==> src/hw/rtl/ust_pkg.sv <==
package ust_pkg;

    // register indexes on the configuration port
    localparam logic [1:0] CFG_BIT_PERIOD = 2'd0;
    localparam logic [1:0] CFG_DATA_BITS  = 2'd1;
    localparam logic [1:0] CFG_PARITY     = 2'd2;
    localparam logic [1:0] CFG_TWO_STOP   = 2'd3;

    localparam int unsigned CFG_IDX_W = 2;

    // parity modes
    localparam logic [1:0] PAR_NONE = 2'd0;
    localparam logic [1:0] PAR_EVEN = 2'd1;
    localparam logic [1:0] PAR_ODD  = 2'd2;

    localparam logic [3:0] DATA_BITS_MIN   = 4'd5;
    localparam logic [3:0] DATA_BITS_MAX   = 4'd8;
    localparam logic [3:0] DATA_BITS_RESET = 4'd8;
    localparam int unsigned BIT_PERIOD_RESET = 5208;

    typedef struct packed {
        logic       byte_valid;
        logic [7:0] byte_data;
    } t_in_item;

    typedef struct packed {
        logic tx_line;
        logic busy_res;
        logic byte_taken;
    } t_out_item;

    // classified tick, as queued between front and back
    typedef struct packed {
        logic       offer;
        logic [7:0] data;     // already masked to the character width
        logic [3:0] nbits;    // effective data bits, 5..8
    } t_cmd;

    typedef struct packed {
        logic [1:0] parity_mode;
        logic       two_stop;
    } t_frame_cfg;

    typedef enum logic [4:0] {
        ST_IDLE   = 5'b00001,
        ST_START  = 5'b00010,
        ST_DATA   = 5'b00100,
        ST_PARITY = 5'b01000,
        ST_STOP   = 5'b10000
    } t_phase;

endpackage

==> src/hw/rtl/ust_front.sv <==
module ust_front
    import ust_pkg::*;
(
    input  logic       i_clk,
    input  logic       i_rst_n,
    input  logic       i_in_valid,
    output logic       o_in_stall,
    input  t_in_item   i_in_data,
    input  logic [3:0] i_data_bits,
    output logic       o_cmd_valid,
    output t_cmd       o_cmd,
    input  logic       i_cmd_pop
);

    t_cmd       r_mem [2];
    logic       r_wr_ptr;
    logic       r_rd_ptr;
    logic [1:0] r_count;

    logic [1:0] n_count;
    logic [3:0] nbits;
    logic [7:0] mask;
    t_cmd       cmd;
    logic       push;
    logic       pop;

    // clamp the character width to 5..8
    always_comb begin
        priority if (i_data_bits < DATA_BITS_MIN) begin
            nbits = DATA_BITS_MIN;
        end else if (i_data_bits > DATA_BITS_MAX) begin
            nbits = DATA_BITS_MAX;
        end else begin
            nbits = i_data_bits;
        end
        mask      = 8'((9'd1 << nbits) - 9'd1);
        cmd.offer = i_in_data.byte_valid;
        cmd.data  = i_in_data.byte_data & mask;
        cmd.nbits = nbits;
    end

    assign o_in_stall  = (r_count == 2'd2);
    assign o_cmd_valid = (r_count != 2'd0);
    assign o_cmd       = r_mem[r_rd_ptr];
    assign push        = i_in_valid && !o_in_stall;
    assign pop         = i_cmd_pop && o_cmd_valid;

    always_comb begin
        n_count = r_count;
        if (push && !pop) begin
            n_count = r_count + 2'd1;
        end else if (pop && !push) begin
            n_count = r_count - 2'd1;
        end
    end

    always_ff @(posedge i_clk) begin
        if (!i_rst_n) begin
            r_wr_ptr <= 1'b0;
            r_rd_ptr <= 1'b0;
            r_count  <= 2'd0;
        end else begin
            r_count <= n_count;
            if (push) begin
                r_wr_ptr <= !r_wr_ptr;
            end
            if (pop) begin
                r_rd_ptr <= !r_rd_ptr;
            end
        end
    end

    always_ff @(posedge i_clk) begin
        if (push) begin
            r_mem[r_wr_ptr] <= cmd;
        end
    end

endmodule

==> src/hw/rtl/ust_engine.sv <==
module ust_engine
    import ust_pkg::*;
#(
    parameter int unsigned DIVIDER_WIDTH = 16
) (
    input  logic                     i_clk,
    input  logic                     i_rst_n,
    input  logic [DIVIDER_WIDTH-1:0] i_bit_period,
    input  t_frame_cfg               i_frame_cfg,
    input  logic                     i_cmd_valid,
    input  t_cmd                     i_cmd,
    output logic                     o_cmd_pop,
    output logic                     o_out_valid,
    input  logic                     i_out_stall,
    output t_out_item                o_out_data
);

    localparam int unsigned TW = DIVIDER_WIDTH + 1;

    t_phase      r_phase, n_phase;
    logic [7:0]  r_shift, n_shift;
    logic [3:0]  r_bits_left, n_bits_left;
    logic [TW-1:0] r_tick, n_tick;
    logic        r_parity, n_parity;
    logic        r_line, n_line;
    logic        r_out_valid;
    t_out_item   r_out;

    logic [DIVIDER_WIDTH-1:0] period;
    logic [TW-1:0] cur_len;
    logic          taken;
    logic          step;

    assign step      = i_cmd_valid && (!r_out_valid || !i_out_stall);
    assign o_cmd_pop = step;

    always_comb begin
        period  = (i_bit_period == '0) ? DIVIDER_WIDTH'(1) : i_bit_period;
        cur_len = (r_phase == ST_STOP && i_frame_cfg.two_stop) ? {period, 1'b0}
                                                                : {1'b0, period};
    end

    always_comb begin
        n_phase     = r_phase;
        n_shift     = r_shift;
        n_bits_left = r_bits_left;
        n_tick      = r_tick;
        n_parity    = r_parity;
        n_line      = r_line;
        taken       = 1'b0;

        if (r_phase != ST_IDLE) begin
            if (r_tick >= cur_len) begin
                n_tick = TW'(1);
                unique case (r_phase)
                    ST_START: begin
                        n_line      = r_shift[0];
                        n_parity    = r_parity ^ r_shift[0];
                        n_shift     = r_shift >> 1;
                        n_bits_left = r_bits_left - 4'd1;
                        n_phase     = ST_DATA;
                    end
                    ST_DATA: begin
                        priority if (r_bits_left != 4'd0) begin
                            n_line      = r_shift[0];
                            n_parity    = r_parity ^ r_shift[0];
                            n_shift     = r_shift >> 1;
                            n_bits_left = r_bits_left - 4'd1;
                        end else if (i_frame_cfg.parity_mode == PAR_EVEN ||
                                     i_frame_cfg.parity_mode == PAR_ODD) begin
                            n_phase = ST_PARITY;
                            n_line  = r_parity ^ (i_frame_cfg.parity_mode == PAR_ODD);
                        end else begin
                            n_phase = ST_STOP;
                            n_line  = 1'b1;
                        end
                    end
                    ST_PARITY: begin
                        n_phase = ST_STOP;
                        n_line  = 1'b1;
                    end
                    default: begin
                        // end of stop level
                        n_phase = ST_IDLE;
                        n_line  = 1'b1;
                        n_tick  = '0;
                    end
                endcase
            end else begin
                n_tick = r_tick + TW'(1);
            end
        end

        // idle again on this tick: a byte may start right away
        if (n_phase == ST_IDLE) begin
            if (i_cmd.offer) begin
                n_shift     = i_cmd.data;
                n_bits_left = i_cmd.nbits;
                n_parity    = 1'b0;
                n_tick      = TW'(1);
                n_phase     = ST_START;
                n_line      = 1'b0;
                taken       = 1'b1;
            end else begin
                n_line = 1'b1;
            end
        end
    end

    always_ff @(posedge i_clk) begin
        if (!i_rst_n) begin
            r_phase     <= ST_IDLE;
            r_shift     <= 8'd0;
            r_bits_left <= 4'd0;
            r_tick      <= '0;
            r_parity    <= 1'b0;
            r_line      <= 1'b1;
            r_out_valid <= 1'b0;
        end else begin
            if (step) begin
                r_phase     <= n_phase;
                r_shift     <= n_shift;
                r_bits_left <= n_bits_left;
                r_tick      <= n_tick;
                r_parity    <= n_parity;
                r_line      <= n_line;
                r_out_valid <= 1'b1;
            end else if (!i_out_stall) begin
                r_out_valid <= 1'b0;
            end
        end
    end

    always_ff @(posedge i_clk) begin
        if (step) begin
            r_out.tx_line    <= n_line;
            r_out.busy_res   <= (n_phase != ST_IDLE);
            r_out.byte_taken <= taken;
        end
    end

    assign o_out_valid = r_out_valid;
    assign o_out_data  = r_out;

endmodule

==> src/hw/rtl/uart_serial_transmitter_top.sv <==
// Serial transmitter, start bit, 5..8 data bits LSB first, optional parity,
// one or two stop periods. The line idles high.
//
// Input channel (i_in_valid / o_in_stall / i_in_data): every transaction is
// one tick of the bit timer and may offer a byte (byte_valid). A byte offered
// while a frame is running is dropped.
// Output channel (o_out_valid / i_out_stall / o_out_data): exactly one
// transaction per input transaction, in order: line level, busy, byte taken.
//
// Each input transaction passes two registers on its way to the result: the
// queue entry and the frame engine's output register. Throughput: one
// transaction per cycle while the receiver does not stall the output.
// A stalled receiver holds the output register; the two-entry queue then
// fills and the input side stalls, with no transaction lost.
//
// Reset clears the queue and output register, idles the engine (line high)
// and loads defaults: 5208 ticks per bit, 8 data bits, no parity, one stop
// period. The user writes configuration only while idle (not enforced).
module uart_serial_transmitter_top
    import ust_pkg::*;
#(
    parameter int unsigned DIVIDER_WIDTH = 16
) (
    input  logic                     i_clk,
    input  logic                     i_rst_n,
    input  logic                     i_cfg_we,
    input  logic [CFG_IDX_W-1:0]     i_cfg_idx,
    input  logic [DIVIDER_WIDTH-1:0] i_cfg_wdata,
    input  logic                     i_in_valid,
    output logic                     o_in_stall,
    input  t_in_item                 i_in_data,
    output logic                     o_out_valid,
    input  logic                     i_out_stall,
    output t_out_item                o_out_data
);

    // configuration registers
    logic [DIVIDER_WIDTH-1:0] r_bit_period;
    logic [3:0]               r_data_bits;
    t_frame_cfg               r_frame_cfg;

    logic cmd_valid;
    t_cmd cmd;
    logic cmd_pop;

    always_ff @(posedge i_clk) begin
        if (!i_rst_n) begin
            r_bit_period          <= DIVIDER_WIDTH'(BIT_PERIOD_RESET);
            r_data_bits           <= DATA_BITS_RESET;
            r_frame_cfg.parity_mode <= PAR_NONE;
            r_frame_cfg.two_stop  <= 1'b0;
        end else if (i_cfg_we) begin
            unique case (i_cfg_idx)
                CFG_BIT_PERIOD: r_bit_period          <= i_cfg_wdata;
                CFG_DATA_BITS:  r_data_bits           <= i_cfg_wdata[3:0];
                CFG_PARITY:     r_frame_cfg.parity_mode <= i_cfg_wdata[1:0];
                CFG_TWO_STOP:   r_frame_cfg.two_stop  <= i_cfg_wdata[0];
                default: ;
            endcase
        end
    end

    // front: classify each tick and queue it
    ust_front u_front (
        .i_clk       (i_clk),
        .i_rst_n     (i_rst_n),
        .i_in_valid  (i_in_valid),
        .o_in_stall  (o_in_stall),
        .i_in_data   (i_in_data),
        .i_data_bits (r_data_bits),
        .o_cmd_valid (cmd_valid),
        .o_cmd       (cmd),
        .i_cmd_pop   (cmd_pop)
    );

    // back: frame sequencer and bit timer
    ust_engine #(
        .DIVIDER_WIDTH (DIVIDER_WIDTH)
    ) u_engine (
        .i_clk        (i_clk),
        .i_rst_n      (i_rst_n),
        .i_bit_period (r_bit_period),
        .i_frame_cfg  (r_frame_cfg),
        .i_cmd_valid  (cmd_valid),
        .i_cmd        (cmd),
        .o_cmd_pop    (cmd_pop),
        .o_out_valid  (o_out_valid),
        .i_out_stall  (i_out_stall),
        .o_out_data   (o_out_data)
    );

endmodule

==> config.mk <==
export PLATFORM = sky130hd
export DESIGN_NAME = uart_serial_transmitter_top
export DESIGN_NICKNAME = d
export VERILOG_FILES = /design/src/hw/rtl/ust_pkg.sv /design/src/hw/rtl/ust_front.sv /design/src/hw/rtl/ust_engine.sv /design/src/hw/rtl/uart_serial_transmitter_top.sv
export SDC_FILE = /design/constraint.sdc
export NUM_CORES = 1
export LEC_CHECK = 0
export BUFFER_PORTS_ARGS = -buffer_cell sky130_fd_sc_hd__buf_2
export CAP_MARGIN = 20
export CORE_MARGIN = 1
export CORE_UTILIZATION = 37
export DETAILED_ROUTE_END_ITERATION = 7
export PLACE_DENSITY = 0.58
export SKIP_LAST_GASP = 1
export SLEW_MARGIN = 25
export SYNTH_ARGS = -nofsm -noshare
export SYNTH_HDL_FRONTEND = slang
export SYNTH_SLANG_ARGS = --single-unit
==> constraint.sdc <==
create_clock -name i_clk -period 5.1 [get_ports i_clk]
set_input_delay 1.02 -clock i_clk [delete_from_list [all_inputs] [get_ports i_clk]]
set_output_delay 1.02 -clock i_clk [all_outputs]
set_load 0.02 [all_outputs]
# [Word-level counts from Yosys, hierarchy flattened]
# Memory sizes are Yosys's and may differ from the RTL's. A register that Yosys moved wholly into a read port is not among the register bits.
# Cells that the tools add are included.
[op_classes] order_cmp=3 add_sub_neg=5 n_eq_ne=14 n_shift=1 reduce_logical=25 muxes=50 bitwise=3
[op_table] op="17-bit 2-to-1 mux" n=5
[op_table] op="8-bit 2-to-1 mux" n=5
[op_table] op="5-bit 2-to-1 mux" n=6
[op_table] op="4-bit 2-to-1 mux" n=7
[op_table] op="1-bit 2-to-1 mux" n=19
[op_table] op="17-bit by 1-bit adder with 17-bit output (second input constant)" n=1
[op_table] op="17-bit >= comparator" n=1
[op_table] op="16-bit zero test" n=1
[op_table] op="16-bit 2-to-1 mux" n=1
[op_table] op="8-bit one-hot mux with 2 select lines" n=1
[op_table] op="5-bit one-hot mux with 3 select lines" n=1
[op_table] op="5-bit by 1-bit inequality test with 1-bit output (second input constant)" n=2
[op_table] op="8-bit bitwise AND" n=1
[op_table] op="2-bit == test (second input constant)" n=4
[op_table] op="4-bit one-hot mux with 2 select lines" n=1
[op_table] op="2-bit AND reduction" n=4
[op_table] op="1-bit by 4-bit left shift with 8-bit output (first input constant)" n=1
[op_table] op="8-bit by 1-bit subtractor with 8-bit output (second input constant)" n=1
[op_table] op="1-bit zero test" n=7
[op_table] op="1-bit logical AND" n=6
[op_table] op="5-bit by 1-bit == test with 1-bit output (second input constant)" n=1
[op_table] op="5-bit by 2-bit == test with 1-bit output (second input constant)" n=1
[op_table] op="5-bit by 3-bit == test with 1-bit output (second input constant)" n=1
[op_table] op="5-bit by 4-bit == test with 1-bit output (second input constant)" n=1
[op_table] op="other kinds (16)" n=22
[word_totals] memories=1 input_bits=32 ram_bits=26 out_inout_bits=5 reg_bits=67
[memory_table] name="u_front.r_mem" words=2 width=13 rd=1 rd_ports_with_merged_regs=1 write_ports=1 line="ust_front.sv:15" text="t_cmd r_mem [2];"

# [Depth between registers and ports, before layout]
[logic_depth] ltp_word=10 ltp_mapped=16

# [Hierarchy]
# A second synthesis with hierarchy kept.
[hier_totals] hier_cells=486 area_unflattened_um2=4795.8
[by_module_without_submodules] module="ust_engine" seq_area_each_um2=830.8 n_inst=1 area_each_um2=2588.7 cells_per_inst=305
[by_module_without_submodules] module="ust_front" seq_area_each_um2=880.8 n_inst=1 area_each_um2=1266.2 cells_per_inst=86
[by_module_without_submodules] module="uart_serial_transmitter_top" seq_area_each_um2=460.4 n_inst=1 area_each_um2=940.9 cells_per_inst=95

# [Worst setup path before layout]
# OpenSTA, ideal clock, no wires.
[synth_timing] path_type="register to register" from="register u_engine.r_phase[1]" to="register u_engine.r_shift[6]" path_buffers=4 path_slack_ps=1401 period_less_slack_ps=3699 path_stages_with_launch=16 arrival_time_ps=3596 cell_sequence="dfxtp_1 -> buf_4 -> nor3_2 -> and4b_1 -> buf_2 -> buf_1 -> mux2i_1 -> ha_1 -> a21oi_1 -> o21ai_1 -> a41oi_1 -> a21boi_4 -> o211ai_2 -> clkbuf_1 -> a21oi_1 -> a2111oi_2"
[synth_between] elab_chain_cells=8 elab_cells_between_ends=18 cone_classes="order compare: 1; eq/ne: 6; mux: 10; reduce/logical: 1"
[synth_lines] item="start: declaration" line="ust_engine.sv:20" text="t_phase r_phase, n_phase;"
[synth_lines] item="start signal: assignment" line="ust_engine.sv:121" text="r_phase <= n_phase;"
[synth_lines] item="5-bit == test" line="ust_engine.sv:39" text="cur_len = (r_phase == ST_STOP && i_frame_cfg.two_stop) ? {period, 1'b0}"
[synth_lines] item="1-bit logical AND" line="ust_engine.sv:39"
[synth_lines] item="17-bit 2-to-1 mux" line="ust_engine.sv:39"
[synth_lines] item="17-bit >= comparator" line="ust_engine.sv:53" text="if (r_tick >= cur_len) begin"
[synth_lines] item="5-bit 2-to-1 mux / 8-bit 2-to-1 mux (equally long branches)" line="ust_engine.sv:53"
[synth_lines] item="5-bit 2-to-1 mux / 8-bit 2-to-1 mux (equally long branches)" line="ust_engine.sv:52" text="if (r_phase != ST_IDLE) begin"
[synth_lines] item="5-bit by 1-bit == test with 1-bit output / 8-bit 2-to-1 mux (equally long branches)" line="ust_engine.sv:95, ust_engine.sv:96"
[synth_lines] item="8-bit 2-to-1 mux (*)" line="ust_engine.sv:95" text="if (n_phase == ST_IDLE) begin"
[synth_lines] item="end signal: assignment" line="ust_engine.sv:122" text="r_shift <= n_shift;"
[synth_lines] item="end: declaration" line="ust_engine.sv:21" text="logic [7:0] r_shift, n_shift;"
# Mark *: on every way between the ends. The rest lies on a longest branch, timed or not.
# A chain may end at the register's enable or synchronous reset.

# [Worst setup path in the final report]
[layout_timing] from="register u_engine.r_phase[1]" to="register u_engine.r_shift[3]"
# The elaborated chain is that of the path after synthesis.

==> metrics.yaml <==
logic_synthesis:
  yosysWarnings: 0
  yosys.area_share.simple: 0.185
  syn_area_um2: 4660
  muxShareOfSynthArea: 0.0687
  syn_inst: 481
  yosys.area_share.adder: 0.0591
  syn_area_per_cell_um2: 9.69
  synth-xor-area-share: 0.0376
  async_flop_share: 0
  synth_top_family_by_area: "simple AND/OR/NAND/NOR gates"
  synth-compound-area-share: 0.147
  yosysTopAreaCell: "dfxtp_1"
  synth-main-ff-cell: "dfxtp_1"
  synth_top_area_frac: 0.279
  synth-seq-cells: 94
  yosysSeqAreaShare: 0.466
  yosysUniqueCellTypes: 66
  synth_edf_count: 29
  synthTopCellsByArea: "dfxtp_1 (28%), edfxtp_1 (19%), ha_1 (5.9%), nand2_1 (5.4%), mux2i_1 (4.9%)"
power_and_ir_drop:
  switchingPower_mw: 0.745
  leakage_nw: 1.96
  internal-power_mw: 1.47
  swShare: 0.337
  power_frac_seq: 0.454
  total_power_mw: 2.21
  p_clk_frac: 0.281
  power_density_nw_per_um2: 420
  p_comb_frac: 0.264
  ir_worst_vdd_uv: 255
routing:
  drt-pass1-iter-count: 4
  via_per_inst: 5.06
  vias: 3458
  wl_met2_um: 4250
  drtIter0Drc: 180
  wl_per_cell_um: 14.0
  top_layer: "met4"
  met3RoutedLength_um: 364
  wl_um: 9610
  m1WireLength_um: 4890
  drc: 0
  postRouteAntennaNets: 0
global_route:
  grt.total_usage: 0.164
  antenna_found_initial: 0
  grt_pass1_vias: 3416
  grt_pass1_wl_um: 16700
  grt_max_degree: 32
  gr-total-overflow: 0
critical_path:
  path_max_fanout: 18
  start_kind: "flip-flop"
  cp-end-kind: "flip-flop"
  required_ps: 5310
  r2r_cells: 12
  worstPathArrival_ps: 4110
  worstSetupPathType: "reg -> reg"
placement:
  dpl_cell_area_um2: 4990
  port-buffer-count: 36
  place_ws_ps: 1230
  dp_hpwl_um: 7130
  gp_congestion: 0.814
clock_network:
  cts_max_path_buffers: 2
  cts_hold_buf: 0
  tritoncts: "built"
  cts_sinks: 94
  cts_made_buffers: 9
  h-tree-depth: 3
  path_clk_slew_ps: 70
  cts-resized-gates: 0
  cts-root-buf: "clkbuf_16"
  clkLatencyLatePin_ps: 350
  postCtsSetupBuffers: 0
timing:
  fin_crit_ps: 3900
  min_period_over_period: 0.765
  tns_ps: 0
  slew_headroom: 0.529
  final.setup_skew_ps: 6.66
  tightest_slew_ps: 706
  slew_viol_final: 0
  final_hold_viol_count: 0
  setup_ws_ps: 1200
  grt_setup_unrepaired: "no"
  max_freq_ghz: 0.256
  setup_viol: 0
floorplanning:
  initial_core_util: 0.383
  ios: 37
  row_count: 40
  die_area_um2: 13000
  fp.coreArea_um2: 12200
  die_w_um: 114
  die_h_um: 114
layout:
  syn_to_final_growth_pct: 13.1
  final_nets: 565
  n_antenna_cell: 0
  utilization: 0.433
  drive_above_1_share: 0.153
  design_area_um2: 5270
job:
  drv_cap: 0
run_status:
  status: "complete, no violations"
worst_hold_path:
  hold_class: "reg -> reg"
  whs_path_depth: 2
logic make-up after synthesis:
logic type	Yosys count
buffers and inverters	41
muxes	31
other	1
DFF	94
and+or+nand+nor	176
adders and majority gates	22
AOI/OAI and AO/OA	96
xor gates and xnor gates	20
worst max-delay path, stage by stage (launching register included):
cell,delay [ps]
dfxtp_1,390
nor3_2,360
and4b_1,240
buf_4,260
mux2i_1,240
ha_1,270
a21oi_1,160
o21ai_1,80
a221o_1,470
nand2b_4,200
o211ai_2,490
and2_1,470
a2111oi_2,130
worst paths after layout:
kind                    endpoint  slack (ps)                start
min reg2reg  u_engine.r_shift[2]         460  u_engine.r_shift[2]
max reg2reg  u_engine.r_shift[3]        1200  u_engine.r_phase[1]
min          u_engine.r_shift[2]         460  u_engine.r_shift[2]
max          u_engine.r_shift[3]        1200  u_engine.r_phase[1]
sequential cells by signal (all words and copies together) (netlist names), 2 cells and up, named ones only:
name / cells
u_front.r_mem: 26
u_engine.r_tick: 17
r_bit_period: 16
u_engine.r_shift: 8
u_engine.r_phase: 5
r_data_bits: 4
u_engine.r_bits_left: 4
r_frame_cfg: 3
u_engine.o_out_data: 3
u_front.r_count: 2
layout make-up:
class	instances	area [um2]
Tap cell	168	210
Sequential cell	94	2170
Multi-Input combinational cell	347	2330
Fill cell	1195	6890
Clock buffer	10	229
Timing Repair Buffer	40	210
Inverter	19	71.3
Clock inverter	6	47.5
layout by cell type, fill, tap and decap left out, types with 4 or more instances in the layout:
cell,count
o221ai_1,5
dfxtp_1,65
o21ai_0,11
mux2_2,7
a21oi_1,38
a211oi_1,4
nor2_1,42
ha_1,22
a2111oi_2,4
buf_2,36
and3_1,4
inv_1,17
buf_4,4
edfxtp_1,29
mux2i_1,23
nand3_1,11
xnor2_1,6
nand4_1,6
xor2_1,14
clkbuf_16,9
nor2b_1,7
and2_1,9
o21ai_1,5
nand2_1,67
layer usage:
metal  track usage  vias up
li1              -     1784
met1         0.225     1613
met4        0.0519        0
met2         0.253       54
met5             0        -
met3        0.0413        7
through the flow:
step / hold WS, ps / std cells
CTS: 455 / 684
finish: 456 / 684
global placement: 436 / 668
global route: 484 / 684
floorplan: 425 / 482
detailed placement: 444 / 668
synth_stat cells (all sizes together), types with 2 or more instances:
master	instances
nor3	4
nand3b	3
or3	3
mux2i	23
clkbuf	15
mux2	8
nor2	43
buf	7
a2111oi	4
or4	2
o21bai	2
xnor2	6
and3	5
a21oi	39
nand3	11
inv	18
and2	9
xor2	14
nor4	4
o311ai	2
o221ai	5
nor2b	7
o2111ai	3
a21boi	2
nand2b	4
nand2	67
ha	22
or2	2
o21ai	16
nand4	6
a41oi	2
a211oi	4
edfxtp	29
a22oi	2
o211ai	5
dfxtp	65
a31o	2
power by group through the flow:
stage	Clock [mW]	Combinational, mW	Sequential [mW]
after floorplan	0	0.458	0.994
after global placement	0	0.572	1.02
after detailed placement	0	0.587	1.02
after CTS	0.639	0.589	1.01
after global routing	0.671	0.653	1.02
final	0.623	0.585	1.01
Power figures use the tool's default switching activity.
